[src/hw/rtl/orsb_pkg.sv]
// Shared types, constants and helper functions of the overwrite ring snapshot buffer.
`timescale 1ns / 1ps
`default_nettype none

package orsb_pkg;

    localparam int DEPTH   = 64;
    localparam int IDX_W   = $clog2(DEPTH);
    localparam int CNT_W   = $clog2(DEPTH + 1);
    localparam int SIZE_W  = 7;
    localparam int WORD_W  = 32;
    localparam int PADDR_W = 3;
    localparam int PDATA_W = 32;
    localparam int CMP_W   = (CNT_W > SIZE_W) ? CNT_W : SIZE_W;

    localparam logic [SIZE_W-1:0]  SIZE_RESET = SIZE_W'(64);
    localparam logic OP_PUSH = 1'b0;
    localparam logic OP_SNAP = 1'b1;
    localparam logic STATUS_WORD  = 1'b0;
    localparam logic STATUS_EMPTY = 1'b1;
    localparam logic REG_SIZE_IN_USE = 1'b0;

    typedef struct packed {
        logic              op;
        logic [WORD_W-1:0] push_value;
    } t_in;

    typedef struct packed {
        logic [WORD_W-1:0] value;
        logic              status;
        logic              last;
    } t_out;

    typedef enum logic {
        ST_IDLE,
        ST_SNAP
    } t_state;

    function automatic logic [CNT_W-1:0] ring_size(input logic [SIZE_W-1:0] s);
        logic [CMP_W-1:0] e;
        e = CMP_W'(s);
        if (e == '0) begin
            e = CMP_W'(1);
        end
        if (e > CMP_W'(DEPTH)) begin
            e = CMP_W'(DEPTH);
        end
        return CNT_W'(e);
    endfunction

    function automatic logic [IDX_W-1:0] advance(input logic [IDX_W-1:0] idx,
                                                 input logic [CNT_W-1:0] size);
        logic [CNT_W-1:0] n;
        n = CNT_W'(idx) + CNT_W'(1);
        return (n >= size) ? '0 : IDX_W'(n);
    endfunction

endpackage

`default_nettype wire

[src/hw/rtl/overwrite_ring_snapshot_buffer.sv]
// Top level of the overwrite ring snapshot buffer: ring control, snapshot read-out, APB register.
//
// Input beats carry an op and a word. A push beat writes the word after the newest entry
// and overwrites the oldest entry once the ring holds size_in_use words; it gives no
// output beat. A snapshot beat reads the stored words oldest first from the slot memory,
// one output beat per cycle while the receiver is ready, the final one marked by last.
// The first word passes through the registered read of the slot memory and the output
// register; the input side stays busy until the last word is loaded into the output register.
// On an empty ring a single beat with empty status appears in the cycle after the request.
// Pushes are taken while a result waits at the output; a snapshot waits until the output
// register is free. A stalled receiver holds the read-out, and nothing is lost.
// The APB register size_in_use lies at byte address 0; a write empties the ring.
// After reset the ring is empty and size_in_use is 64. The slot memory is not cleared.
`timescale 1ns / 1ps
`default_nettype none

module overwrite_ring_snapshot_buffer (
    input  wire logic                            i_clk,
    input  wire logic                            i_rst_n,
    input  wire logic                            i_in_valid,
    output logic                                 o_in_ready,
    input  wire orsb_pkg::t_in                   i_in,
    output logic                                 o_out_valid,
    input  wire logic                            i_out_ready,
    output orsb_pkg::t_out                       o_out,
    input  wire logic                            psel,
    input  wire logic                            penable,
    input  wire logic                            pwrite,
    input  wire logic [orsb_pkg::PADDR_W-1:0]    paddr,
    input  wire logic [orsb_pkg::PDATA_W-1:0]    pwdata,
    output logic      [orsb_pkg::PDATA_W-1:0]    prdata,
    output logic                                 pready
);

    orsb_pkg::t_state                r_state, n_state;
    logic [orsb_pkg::CNT_W-1:0]      r_fill, n_fill;
    logic [orsb_pkg::IDX_W-1:0]      r_old, n_old;
    logic [orsb_pkg::IDX_W-1:0]      r_new, n_new;
    logic [orsb_pkg::SIZE_W-1:0]     r_size, n_size;
    logic [orsb_pkg::IDX_W-1:0]      r_idx, n_idx;
    logic [orsb_pkg::CNT_W-1:0]      r_left, n_left;
    logic                            r_out_valid, n_out_valid;
    orsb_pkg::t_out                  r_out, n_out;

    logic                            out_free;
    logic                            accept;
    logic                            cfg_wr;
    logic [orsb_pkg::CNT_W-1:0]      size;
    logic [orsb_pkg::IDX_W-1:0]      nxt_new;
    logic [orsb_pkg::IDX_W-1:0]      nxt_idx;
    logic                            out_load;
    logic                            ram_we;
    logic [orsb_pkg::IDX_W-1:0]      ram_waddr;
    logic                            ram_re;
    logic [orsb_pkg::IDX_W-1:0]      ram_raddr;
    logic [orsb_pkg::WORD_W-1:0]     ram_rdata;

    assign out_free = !r_out_valid || i_out_ready;
    assign size     = orsb_pkg::ring_size(r_size);
    assign nxt_new  = orsb_pkg::advance(r_new, size);
    assign nxt_idx  = orsb_pkg::advance(r_idx, size);
    assign accept   = i_in_valid && o_in_ready;
    assign cfg_wr   = psel && penable && pwrite && pready
                      && (paddr[2] == orsb_pkg::REG_SIZE_IN_USE);

    assign pready      = 1'b1;
    assign prdata      = (paddr[2] == orsb_pkg::REG_SIZE_IN_USE)
                         ? orsb_pkg::PDATA_W'(r_size) : '0;
    assign o_out_valid = r_out_valid;
    assign o_out       = r_out;

    always_comb begin
        n_state = r_state;
        case (r_state)
            orsb_pkg::ST_IDLE: begin
                if (accept && i_in.op == orsb_pkg::OP_SNAP && r_fill != '0) begin
                    n_state = orsb_pkg::ST_SNAP;
                end
            end
            orsb_pkg::ST_SNAP: begin
                if (out_free && r_left == orsb_pkg::CNT_W'(1)) begin
                    n_state = orsb_pkg::ST_IDLE;
                end
            end
            default: n_state = orsb_pkg::ST_IDLE;
        endcase
    end

    always_comb begin
        o_in_ready = 1'b0;
        n_fill     = r_fill;
        n_old      = r_old;
        n_new      = r_new;
        n_size     = r_size;
        n_idx      = r_idx;
        n_left     = r_left;
        out_load   = 1'b0;
        n_out      = r_out;
        ram_we     = 1'b0;
        ram_waddr  = '0;
        ram_re     = 1'b0;
        ram_raddr  = r_old;
        case (r_state)
            orsb_pkg::ST_IDLE: begin
                o_in_ready = (i_in.op == orsb_pkg::OP_PUSH) || out_free;
                if (accept && i_in.op == orsb_pkg::OP_PUSH) begin
                    ram_we = 1'b1;
                    if (r_fill == '0) begin
                        ram_waddr = '0;
                        n_old     = '0;
                        n_new     = '0;
                        n_fill    = orsb_pkg::CNT_W'(1);
                    end else begin
                        ram_waddr = nxt_new;
                        n_new     = nxt_new;
                        if (r_fill >= size) begin
                            n_old = orsb_pkg::advance(r_old, size);
                        end else begin
                            n_fill = r_fill + orsb_pkg::CNT_W'(1);
                        end
                    end
                end else if (accept) begin
                    if (r_fill == '0) begin
                        out_load = 1'b1;
                        n_out    = '{value: '0, status: orsb_pkg::STATUS_EMPTY, last: 1'b1};
                    end else begin
                        ram_re    = 1'b1;
                        ram_raddr = r_old;
                        n_idx     = r_old;
                        n_left    = r_fill;
                    end
                end
            end
            orsb_pkg::ST_SNAP: begin
                if (out_free) begin
                    out_load = 1'b1;
                    n_out    = '{value: ram_rdata, status: orsb_pkg::STATUS_WORD,
                                 last: (r_left == orsb_pkg::CNT_W'(1))};
                    if (r_left != orsb_pkg::CNT_W'(1)) begin
                        ram_re    = 1'b1;
                        ram_raddr = nxt_idx;
                        n_idx     = nxt_idx;
                        n_left    = r_left - orsb_pkg::CNT_W'(1);
                    end
                end
            end
            default: begin
            end
        endcase
        if (cfg_wr) begin
            n_size = pwdata[orsb_pkg::SIZE_W-1:0];
            n_fill = '0;
            n_old  = '0;
            n_new  = '0;
        end
        if (out_load) begin
            n_out_valid = 1'b1;
        end else if (i_out_ready) begin
            n_out_valid = 1'b0;
        end else begin
            n_out_valid = r_out_valid;
        end
    end

    always_ff @(posedge i_clk) begin
        if (!i_rst_n) begin
            r_state     <= orsb_pkg::ST_IDLE;
            r_fill      <= '0;
            r_old       <= '0;
            r_new       <= '0;
            r_size      <= orsb_pkg::SIZE_RESET;
            r_out_valid <= 1'b0;
        end else begin
            r_state     <= n_state;
            r_fill      <= n_fill;
            r_old       <= n_old;
            r_new       <= n_new;
            r_size      <= n_size;
            r_out_valid <= n_out_valid;
        end
    end

    always_ff @(posedge i_clk) begin
        r_idx  <= n_idx;
        r_left <= n_left;
        r_out  <= n_out;
    end

    orsb_ram u_ram (
        .i_clk   (i_clk),
        .i_we    (ram_we),
        .i_waddr (ram_waddr),
        .i_wdata (i_in.push_value),
        .i_re    (ram_re),
        .i_raddr (ram_raddr),
        .o_rdata (ram_rdata)
    );

endmodule

`default_nettype wire

[src/hw/rtl/orsb_ram.sv]
// Single-port-write, registered-read slot memory of the ring buffer.
`timescale 1ns / 1ps
`default_nettype none

module orsb_ram (
    input  wire logic                          i_clk,
    input  wire logic                          i_we,
    input  wire logic [orsb_pkg::IDX_W-1:0]    i_waddr,
    input  wire logic [orsb_pkg::WORD_W-1:0]   i_wdata,
    input  wire logic                          i_re,
    input  wire logic [orsb_pkg::IDX_W-1:0]    i_raddr,
    output logic      [orsb_pkg::WORD_W-1:0]   o_rdata
);

    logic [orsb_pkg::WORD_W-1:0] r_mem [orsb_pkg::DEPTH];

    always_ff @(posedge i_clk) begin
        if (i_we) begin
            r_mem[i_waddr] <= i_wdata;
        end
    end

    always_ff @(posedge i_clk) begin
        if (i_re) begin
            o_rdata <= r_mem[i_raddr];
        end
    end

endmodule

`default_nettype wire

[config.mk]
export PLATFORM = sky130hd
export DESIGN_NAME = overwrite_ring_snapshot_buffer
export DESIGN_NICKNAME = d
export VERILOG_FILES = /design/src/hw/rtl/orsb_pkg.sv /design/src/hw/rtl/overwrite_ring_snapshot_buffer.sv /design/src/hw/rtl/orsb_ram.sv
export SDC_FILE = /design/constraint.sdc
export NUM_CORES = 2
export LEC_CHECK = 0
export BUFFER_PORTS_ARGS = -buffer_cell sky130_fd_sc_hd__clkbuf_2
export CAP_MARGIN = 20
export CORE_UTILIZATION = 50
export DETAILED_ROUTE_END_ITERATION = 7
export PLACE_DENSITY = 0.66
export SLEW_MARGIN = 20
export SYNTH_ARGS = -nofsm -noshare
export SYNTH_HDL_FRONTEND = slang
export SYNTH_SLANG_ARGS = --single-unit
[constraint.sdc]
create_clock -name i_clk -period 10 [get_ports i_clk]
set_clock_uncertainty 0.2 [all_clocks]
set_input_delay 0 -clock i_clk [delete_from_list [all_inputs] [get_ports i_clk]]
set_output_delay 0 -clock i_clk [all_outputs]
set_load 0.005 [all_outputs]
==> metrics.csv <==
stage,metric,value,unit
synthesis,syn_area_per_cell,14.0,sq um
timing,min_period_over_period,0.630,
clocking,postCtsResizedCells,0,
synthesis,synth_fa_ha_area_frac,0.00518,
timing,timing.final.max_slew_violations,0,
clocking,cts-root-to-sink-buffers,3,
synthesis,yosysSeqAreaShare,0.762,
clocking,cts.sink_count,2155,
critical_path,worstSetupEndpointType,flop,
global_routing,grt_antenna_before_repair,8,
synthesis,synth.distinct_cells,58,
synthesis,synthCells,6040,
timing,report.final.setup_viol,0,
global_routing,track_usage,0.261,
worst_hold_path,worstHoldPathType,input port to flop,
finish,layout.cell_area.non_filler,0.0954,sq mm
critical_path,cp_max_fo,75,
clocking,clk_pin_slew_worst_paths,0.06,ns
timing,timing_worst_slew_pin_value,1.20,ns
job,max_cap_violations,0,
finish,final_layout_size_suffix_gt1_frac,0.0974,
critical_path,slowest_stage,a211oi_1,
clocking,clock_root_buffer,clkbuf_16,
floorplan,num_io_pins,144,
route,residual_antenna_violating_net_count_after_detailed_routing,0,
clocking,worstSkewPairLatency,0.84,ns
global_routing,grt_start_max_net_pins,146,
floorplan,fp.dieW,413,microns
critical_path,timing.critical_path.required,10.49,ns
finish,nNetsFinal,6309,
synthesis,netlist_area,0.0846,sq mm
synthesis,leading_area_contributor_after_synthesis,edfxtp_1,
route,dr.first_iter.drc_count,6224,
finish,ff_latch_area,0.0644,sq mm
placed_design,place.port_buffers,90,
route,dr_total_vias,51671,
timing,hold_fails_final_rpt,0,
route,post-route-drc-count,0,
route,postRouteWirelength,225000,microns
route,routedWlPerCell,26.2,microns
synthesis,yosys.area_share.xor_xnor,0.00186,
critical_path,slowest_delay,0.96,ns
placed_design,place.gp.congestion,0.830,
clocking,tritoncts_clock_tree,built,
critical_path,delay_heaviest_family_cp,compound AO/OA/AOI/OAI gates,
critical_path,cp.buffers_inverters,3,
clocking,htreeDepth,4,
synthesis,synth_compound_area_frac,0.0712,
floorplan,fp.coreArea,0.168,sq mm
synthesis,synth_largest_type_area_fraction,0.755,
power,worst_ir_drop_vdd,0.207,mV
synthesis,number_of_synthesized_flops_with_an_enable_pin,2127,
critical_path,critPathLaunchType,flop,
route,drtPass1Iterations,6,
critical_path,timing.critical_path.cells,"ha_1, xnor2_1, inv_1, ha_1, nand2_1, o21ai_0, a311oi_1, a21boi_4, buf_4, buf_4, mux2i_1, o22ai_1, nor4_1, a211oi_1, or4_1",
clocking,cts-buffers-inserted,206,
finish,finished_core_util,0.569,
critical_path,timing.setup.critical_path_class,flop to flop,
timing,achievable-frequency,159,MHz
timing,grt_setup_unrepaired,no,
floorplan,die_h,413,microns
power,cellPowerDensity,189,mW/mm^2
synthesis,basic_gate_share_of_the_synthesized_area_counting_and_or_nand_and_nor_cells,0.103,
synthesis,post_synth_most_frequent_cells,"edfxtp_1 (2127), nand2_1 (1514), a21oi_1 (757), mux2i_1 (295), nor4_1 (266)",
timing,setup-tns-final,0,ns
run_status,status,completed,
floorplan,fp.dieArea,0.171,sq mm
synthesis,synth.most_common_cell,edfxtp_1,
synthesis,yosys-top-cells-area,"edfxtp_1 (76%), nand2_1 (6.7%), a21oi_1 (4.5%)",
synthesis,ys_async_sr_fraction,0,
finish,syn2layout_area_growth,12.8,%
global_routing,grt.overflow.total,0,
timing,timing.slew.headroom,0.199,
global_routing,grt_pass1_wl,326000,microns
finish,fillers,12965,
floorplan,floorplan.initialDensity,0.505,
timing,fin_crit,6.30,ns
floorplan,row_count,150,
finish,multiInputGateArea,0.0190,sq mm
synthesis,main_combinational_cell_family_by_area_after_synthesis,simple AND/OR/NAND/NOR gates,
critical_path,cp_data_arrival_time,6.80,ns
synthesis,synth_ff_type,edfxtp_1,
global_routing,grt_pass1_vias,48670,
placed_design,dp_hpwl,118000,microns
synthesis,synthMuxAreaShare,0.0353,
route,routed_via_density,6.02,
power,p_leak,0.0333,uW
synthesis,yosysWarnings,0,
placed_design,postPlaceCellArea,0.0881,sq mm
synthesis,synth_seq_cells,2155,
[routing by layer]
metal,track usage,routed length [microns],share of wire,vias up
li1,-,-,-,22832
met1,0.368,91500,0.41,25900
met2,0.420,107000,0.47,2572
met3,0.0400,20000,0.089,367
met4,0.0827,6690,0.030,0
met5,0,0,0,-
[power breakdown]
part           leakage [uW]  switching [uW]  internal [uW]
clock network       0.00319            3330           4260
registers            0.0194            14.6           9950
logic                0.0107             362            129
total                0.0333            3700          14300
[worst paths after layout]
path,slack (ns),startpoint,endpoint,cells past startpoint
max,3.70,r_idx[0]$_DFFE_PP_,u_ram.o_rdata[3]$_DFFE_PP_,15
min,0.03,i_in[21],u_ram.r_mem[22][21]$_DFFE_PP_,2
max reg2reg,3.70,r_idx[0]$_DFFE_PP_,u_ram.o_rdata[3]$_DFFE_PP_,15
min reg2reg,0.32,u_ram.o_rdata[17]$_DFFE_PP_,o_out[19]$_SDFFCE_PN0P_,1
[repair_timing]
action,CTS,global route
hold endpoints to repair,1782,336
hold buffers,64,6
setup endpoints to repair,0,0
buffers inserted,0,0
[registers in the layout, indices dropped and copies added (netlist names)]
name           count
r_new              6
o_out             34
u_ram.o_rdata     32
r_idx              6
r_size             7
r_left             7
u_ram.r_mem     2048
r_state            1
o_out_valid        1
r_old              6
r_fill             7
[stage by stage]
step	setup slack [ns]	hold slack, ns	power [uW]	instances
floorplan	3.93	-0.173	10400	6064
global placement	3.70	0.0606	10600	8122
detailed placement	3.71	0.0682	10600	8122
CTS	3.69	0.0109	18100	8569
global route	3.37	0.0185	18500	8578
finish	3.70	0.0283	18000	8582
[placed cells by master (no fill, tap or decap), drive strengths merged, types with 7 or more instances in the layout]
cell type    count
edfxtp        2127
nand2         1514
a21oi          757
clkbuf         342
mux2i          295
nor4           266
buf            166
o22ai          128
a211oi          97
clkinv          96
nor2            93
dlygate4sd3     70
o21ai           47
nor3            38
and2            35
ha              35
or4             34
dfxtp           28
conb            26
inv             22
nor2b           17
bufinv          16
a21o            15
nand3           12
xnor2           11
xor2             7
[worst reg2reg max path, delay by kind of cell, from the launching register on]
kind | cells | cell delay (ns)
mux | 1 | 0.18
xor+xnor | 1 | 0.35
compound gates | 5 | 2.34
simple gates | 3 | 0.36
fa+ha+maj | 2 | 0.61
buf+inv | 3 | 1.62
flops | 1 | 0.52
[area by class of cell]
| class | instances | area share |
|---|---|---|
| flip-flops and latches | 2155 | 0.675 |
| multi-input cells | 3501 | 0.200 |
| clock buffers | 260 | 0.0571 |
| well taps | 2204 | 0.0289 |
| repair buffers | 318 | 0.0269 |
| clock inverters | 123 | 0.0114 |
| inverters | 17 | 0.000669 |
| diodes | 4 | 0.000105 |
[logic make-up (layout without fill, tap and decap cells)]
group,after synthesis,count (layout)
DFF,2155,2155
and+or+nand+nor,2041,2041
AOI/OAI and AO/OA,1083,1083
buffers and inverters,408,718
muxes,298,298
adders and majority gates,35,35
xor gates and xnor gates,18,18
other,2,30
Power figures use the tool's default switching activity.
